**src/rtl/skt_pkg.sv**
```systemverilog
// ----------------------------------------------------------------------------
// skt_pkg
// Shared types and constants for the sorted key toggle table.
// ----------------------------------------------------------------------------
`default_nettype none

package skt_pkg;

  localparam int TABLE_DEPTH   = 64;
  localparam int KEY_W         = 32;
  localparam int SEC_W         = 16;
  localparam int PAGE_W        = 16;
  localparam int POS_W         = 8;
  localparam int ENTRY_COUNT_W = 7;
  localparam int IDX_W         = (TABLE_DEPTH > 1) ? $clog2(TABLE_DEPTH) : 1;
  localparam int CNT_W         = $clog2(TABLE_DEPTH + 1);
  localparam int CMP_W         = POS_W + 1;
  localparam int GROUPS        = (TABLE_DEPTH + 7) / 8;

  localparam logic [1:0] CMD_TOGGLE    = 2'd0;
  localparam logic [1:0] CMD_QUERY     = 2'd1;
  localparam logic [1:0] CMD_REMOVE_AT = 2'd2;

  localparam logic [1:0] OUT_REMOVED  = 2'd0;
  localparam logic [1:0] OUT_ADDED    = 2'd1;
  localparam logic [1:0] OUT_FULL     = 2'd2;
  localparam logic [1:0] OUT_NOCHANGE = 2'd3;

  typedef struct packed {
    logic [1:0]        cmd;
    logic [SEC_W-1:0]  section_number;
    logic [PAGE_W-1:0] page_in_section;
    logic [POS_W-1:0]  entry_position;
  } req_t;

  typedef struct packed {
    logic [1:0]               outcome;
    logic                     key_found;
    logic [ENTRY_COUNT_W-1:0] entry_count;
  } rsp_t;

  typedef enum logic [1:0] {
    OP_HOLD      = 2'd0,
    OP_INSERT    = 2'd1,
    OP_DEL_MATCH = 2'd2,
    OP_DEL_POS   = 2'd3
  } cell_op_t;

  typedef struct packed {
    cell_op_t          op;
    logic [KEY_W-1:0]  key;
    logic [POS_W-1:0]  pos;
    logic [CNT_W-1:0]  count;
  } cell_ctrl_t;

endpackage

`default_nettype wire

```
**src/rtl/skt_cell.sv**
```systemverilog
// ----------------------------------------------------------------------------
// skt_cell
// One slot of the sorted key row: holds a key, registers its compare flags
// against the broadcast key, and shifts toward either neighbor on update.
// ----------------------------------------------------------------------------
`default_nettype none

module skt_cell
  import skt_pkg::*;
(
  input  wire logic             clk,
  input  wire logic [IDX_W-1:0] idx,
  input  wire cell_ctrl_t       ctrl,
  input  wire logic [KEY_W-1:0] left_key,
  input  wire logic [KEY_W-1:0] right_key,
  input  wire logic             left_gt,
  output logic      [KEY_W-1:0] key,
  output logic                  eq,
  output logic                  gt
);

  logic occupied;
  logic at_end;

  assign occupied = CNT_W'(idx) < ctrl.count;
  assign at_end   = CNT_W'(idx) == ctrl.count;

  always_ff @(posedge clk) begin
    eq <= occupied && (key == ctrl.key);
    gt <= occupied && (key > ctrl.key);
  end

  always_ff @(posedge clk) begin
    case (ctrl.op)
      OP_INSERT: begin
        if (gt || at_end) begin
          key <= left_gt ? left_key : ctrl.key;
        end
      end
      OP_DEL_MATCH: begin
        if (eq || gt) begin
          key <= right_key;
        end
      end
      OP_DEL_POS: begin
        if (POS_W'(idx) >= ctrl.pos) begin
          key <= right_key;
        end
      end
      default: begin
        key <= key;
      end
    endcase
  end

endmodule

`default_nettype wire

```
**config.mk**
```make
export PLATFORM = sky130hd
export DESIGN_NAME = skt_cell
export DESIGN_NICKNAME = d
export VERILOG_FILES = /design/src/rtl/skt_pkg.sv /design/src/rtl/skt_cell.sv
export SDC_FILE = /design/constraint.sdc
export NUM_CORES = 1
export LEC_CHECK = 0
export BUFFER_PORTS_ARGS = -buffer_cell sky130_fd_sc_hd__buf_2
export CAP_MARGIN = 20
export CORE_ASPECT_RATIO = 1.75
export CORE_MARGIN = 1
export CORE_UTILIZATION = 31
export DETAILED_ROUTE_END_ITERATION = 7
export PLACE_DENSITY = 0.67
export SLEW_MARGIN = 20
export SYNTH_ARGS = -nofsm -noshare
export SYNTH_HDL_FRONTEND = slang
export SYNTH_SLANG_ARGS = --single-unit
```
**constraint.sdc**
```tcl
create_clock -name clk -period 5.5 [get_ports clk]
set_input_delay 0.825 -clock clk [delete_from_list [all_inputs] [get_ports clk]]
set_output_delay 0.825 -clock clk [all_outputs]
set_load 0.01 [all_outputs]
```
# == Word level (Yosys, flattened, before mapping) ==
# Cells that the tools add are included.
# classes
mux,5
bitwise_logic,0
mul,0
order_cmp,3
div_mod_pow,0
add_sub_neg,0
shifts,0
n_reduce_logical,6
n_eq_ne,8
# op_table
operator,n
$mux 32,4
$pmux 32 s3,1
$eq 32x32->1,1
$gt 32x32->1,1
$ge 6x8->1,1
$eq 6x7->1,1
$lt 6x7->1,1
$ne 2x2->1 const B,3
$eq 2x2->1 const B,2
$reduce_and 4->1,1
$reduce_bool 3->1,1
$eq 2x1->1 const B,1
$logic_and 1x1->1,2
$logic_or 1x1->1,2
# totals
ram_bits,0
reg_bits,34
elab_cells,25
mem_count,0
rom_bits,0
latchBits,0

# == Logic depth before layout (Yosys ltp) ==
# logic_depth
word_depth,4
ltp_mapped,7
mapped_depth_nobuf,7

# == Worst setup path after synthesis ==
# No wires, ideal clock.
# synth_timing
path_kind,input-to-reg
startpoint,input idx[0]
endpoint,"register key[0], enable pin"
path_buffers,0
setup_ps,391
required_time_ps,5109
cell_stages,7
t_arrival_ps,2330
slack_ps,2778
path_cell_list,inv_1 ha_1 nand2b_1 a21o_1 a21oi_1 o21ai_0 a31o_1
# synth_via
elab_chain_cells,4
word_cells_on_any_way,6
# synth_rtl
item,line,text
from (decl),skt_cell.sv:12,"input wire logic [IDX_W-1:0] idx,"
"parallel branches: the longest is 3 deep, another holds $ge 6x8->1",--,
$reduce_and 4->1 (no line) (*),--,
to (signal assigned),skt_cell.sv:37,key <= left_gt ? left_key : ctrl.key;
to (signal assigned),skt_cell.sv:42,key <= right_key;
to (signal assigned),skt_cell.sv:47,key <= right_key;
to (decl),skt_cell.sv:17,"output logic [KEY_W-1:0] key,"
# Mark *: on every way between the ends.
# A chain may end at the register's enable or synchronous reset.

# == Final worst setup path ==
# layout_timing
startpoint,input ctrl[48] in the netlist's numbering
endpoint,"register key[24], enable pin"
# layout_via
elab_chain_cells,3
word_cells_on_any_way,8
# layout_rtl
item,line,text
from (decl),skt_cell.sv:13,"input wire cell_ctrl_t ctrl,"
$eq 2x2->1 / $eq 2x1->1 (equally long branches),skt_cell.sv:34,case (ctrl.op)
$ne 2x2->1 (no line) / $reduce_bool 3->1 (equally long branches),--,
$reduce_and 4->1 (no line) (*),--,
# Mark *: on every way between the ends. The rest lies on a longest branch, timed or not.

==> metrics.txt <==
initial antenna violation count=0; Clock Path Buffers=2; Sw Ratio=0.279; H-tree depth=2; synthesized area per cell=9.36 um^2; outcome=complete, no violations; Hold Path Class=input port to flop; cts repair resizes=0; Cell variety after synth=34; HPWL after DPL=6.05 mm; I/O Buffers=154; RSZ-0062 raised after global routing=no; row count=45; setup TNS=0 ns; Final Cycle Share=0.517; Synthesized Nets=466; commonest cells after routing, fill and taps aside=buf_2 (153), inv_1 (46), ha_1 (44), nand2_1 (37); NetSw=0.000225 W; final hold slack=0.829 ns; YS warnings=0; Die W=74.1 um; vias in the first global route=2654; cts hold-fix bufs=0; Post-Synthesis Cells=301; power share of the sequential group=0.404; number of remaining DRC errors=0; Total Routed Length=7.17 mm; die height=128 um; CTS clock-pin slew for the worst setup and hold paths=0.05 ns; Worst Min Path Start=right_key[15]; commonest non-fill, non-tap cell in the layout=buf_2; Synth async-reset ratio=0; Worst Hold Path Cells=3; RR Startpoint=gt$_DFF_P_; # nets final=617; Crit Path Max Fanout=67; first-pass GRT wire length=11.4 mm; IO Pins=155; pre-CTS setup slack=1.96 ns; Top Family by Delay on Critical Path=buffers and inverters; Clock power frac=0.324; Max stage delay on crit path=0.58 ns; CP Cell Sequence=buf_4, nand2_1, nor3_1, a22oi_1, o21ai_0, a31o_1, buf_4; Worst Hold Endpoint=key[15]$_DFFE_PP_; Die Area=9490 um^2; register area share after synthesis=0.355; fin worst setup slack=2.66 ns; Rel. slew slack=0.356; postcts setup bufs=0; CTS tree=yes; Starting Density=0.323; Iteration-0 DRC Markers=91; Core Area=8730 um^2; routability cong.=0.753; Pint=0.000583 W; Most common cell on crit path=buf_4; R2R Path End=key[24]$_DFFE_PP_; Least-Margin Pin Slew=0.966 ns; layout cells sized above 1=0.363; Via density=4.69; Post-synth EDFFs=32; Area Overhead vs Synth=35.9%; fmax=352 MHz; flop2flop setup slack=3.58 ns; critical path's slowest cell=a31o_1; final hold viol count=0; Worst setup SP type=input port; Wirelength per Cell=12.6 um; Post-synth top flop=edfxtp_1; synthesized flop and latch total=34; P per Cell Area=211 nW/um^2; mapped cell area=2820 um^2; worst r2r path cells=6; root buf cell=clkbuf_16; antenna viol nets, final=0; CP endpoint kind=flop; GRT Util Overall=0.157; largest net degree at the start of global routing=68; via count=2666; final setup fails=0; min Tclk post-route=2.84 ns; max-cap violations=0; combined buffer and inverter count along the critical path=2; clock skew=0.00213 ns; grt total ovfl=0; logic gate share of total power=0.272; WP data required=5.46 ns; Num CTS Buffers=5; P_leak=2.05 nW; Arrival @ worst endpoint=2.80 ns; CTS sink cnt=34; clk_lat worst skew=0.27 ns; DR pass1 iterations=4; CP Class=input port to flop; ANT cells=0; final max-slew violation count=0; Peak VDD IR=0.131 mV
[cell usage after synthesis, types with 2 or more instances]
master    count  area (um^2)
o21ai_0      29          145
buf_2         5         25.0
nand4_1       5         31.3
nor2_1        4         15.0
mux2i_1      32          320
nand2_1      37          139
clkbuf_1      6         22.5
inv_1        46          173
a211oi_1      2         15.0
o21ai_1       9         45.0
edfxtp_1     32          961
nand4_2       2         25.0
dfxtp_1       2         40.0
nand3_1       5         25.0
nand2b_1      2         12.5
a21o_1        6         45.0
a21oi_1      15         75.1
nor3_1        3         15.0
ha_1         44          551
[power groups by stage]
stage / clock network, W / logic (W) / registers [W]
2_1_floorplan: 0 / 0.000115 / 0.000341
3_3_place_gp: 0 / 0.000218 / 0.000332
3_5_place_dp: 0 / 0.000223 / 0.000333
4_1_cts: 0.000271 / 0.000225 / 0.000328
5_1_grt: 0.000282 / 0.000252 / 0.000330
6_report: 0.000262 / 0.000220 / 0.000327
[per-layer routing]
layer,global-route usage,part of all wire
met1,0.155,0.36
met3,0.0307,0.052
met5,0,0
met2,0.296,0.56
met4,0.0837,0.031
[flip-flops by register name, indices dropped and copies added, names as in the netlist]
signal and count:
eq 1, key 32, gt 1
[layout make-up]
class | count | area (um^2)
Timing Repair Buffer | 155 | 781
Inverter | 46 | 173
Tap cell | 117 | 146
Fill cell | 884 | 4900
Clock buffer | 7 | 133
Sequential cell | 34 | 1000
Multi-Input combinational cell | 210 | 1600
[worst register-to-register path, cell delays in order, from the launching register on]
cell     delay [ns]
dfxtp_1        0.34
nor2_1         0.05
nor2_1         0.08
a22oi_1        0.06
o21ai_0        0.10
a31o_1         0.58
buf_4          0.39
[cell families (layout without fill, tap and decap cells)]
| logic type | after synthesis | in the layout | synth area share |
|---|---|---|---|
| muxes | 32 | 32 | 0.114 |
| AOI/OAI and AO/OA | 72 | 72 | 0.151 |
| DFF | 34 | 34 | 0.355 |
| buffers and inverters | 57 | 208 | 0.0782 |
| adders and majority gates | 44 | 44 | 0.195 |
| and+or+nand+nor | 62 | 62 | 0.106 |
[per-stage QoR]
step / std cells / instance area (um^2) / power [W] / utilization
5_1_grt: 569 / 3830 / 0.000864 / 0.439
6_report: 569 / 3830 / 0.000809 / 0.439
2_1_floorplan: 301 / 2820 / 0.000455 / -
3_3_place_gp: 562 / 3690 / 0.000550 / 0.423
4_1_cts: 569 / 3830 / 0.000824 / 0.438
3_5_place_dp: 562 / 3690 / 0.000556 / 0.423
[worst max-delay path by stage]
stage | startpoint | endpoint | slack [ns] | cells after the start
5_1_grt | ctrl[48] | key[24]$_DFFE_PP_ | 2.35 | 7
4_1_cts | ctrl[48] | key[20]$_DFFE_PP_ | 2.25 | 7
2_1_floorplan | idx[0] | key[0]$_DFFE_PP_ | 2.78 | 7
3_3_place_gp | ctrl[48] | key[29]$_DFFE_PP_ | 2.07 | 7
6_report | ctrl[48] | key[24]$_DFFE_PP_ | 2.66 | 7
3_5_place_dp | ctrl[48] | key[30]$_DFFE_PP_ | 1.96 | 7
Power figures use the tool's default switching activity.
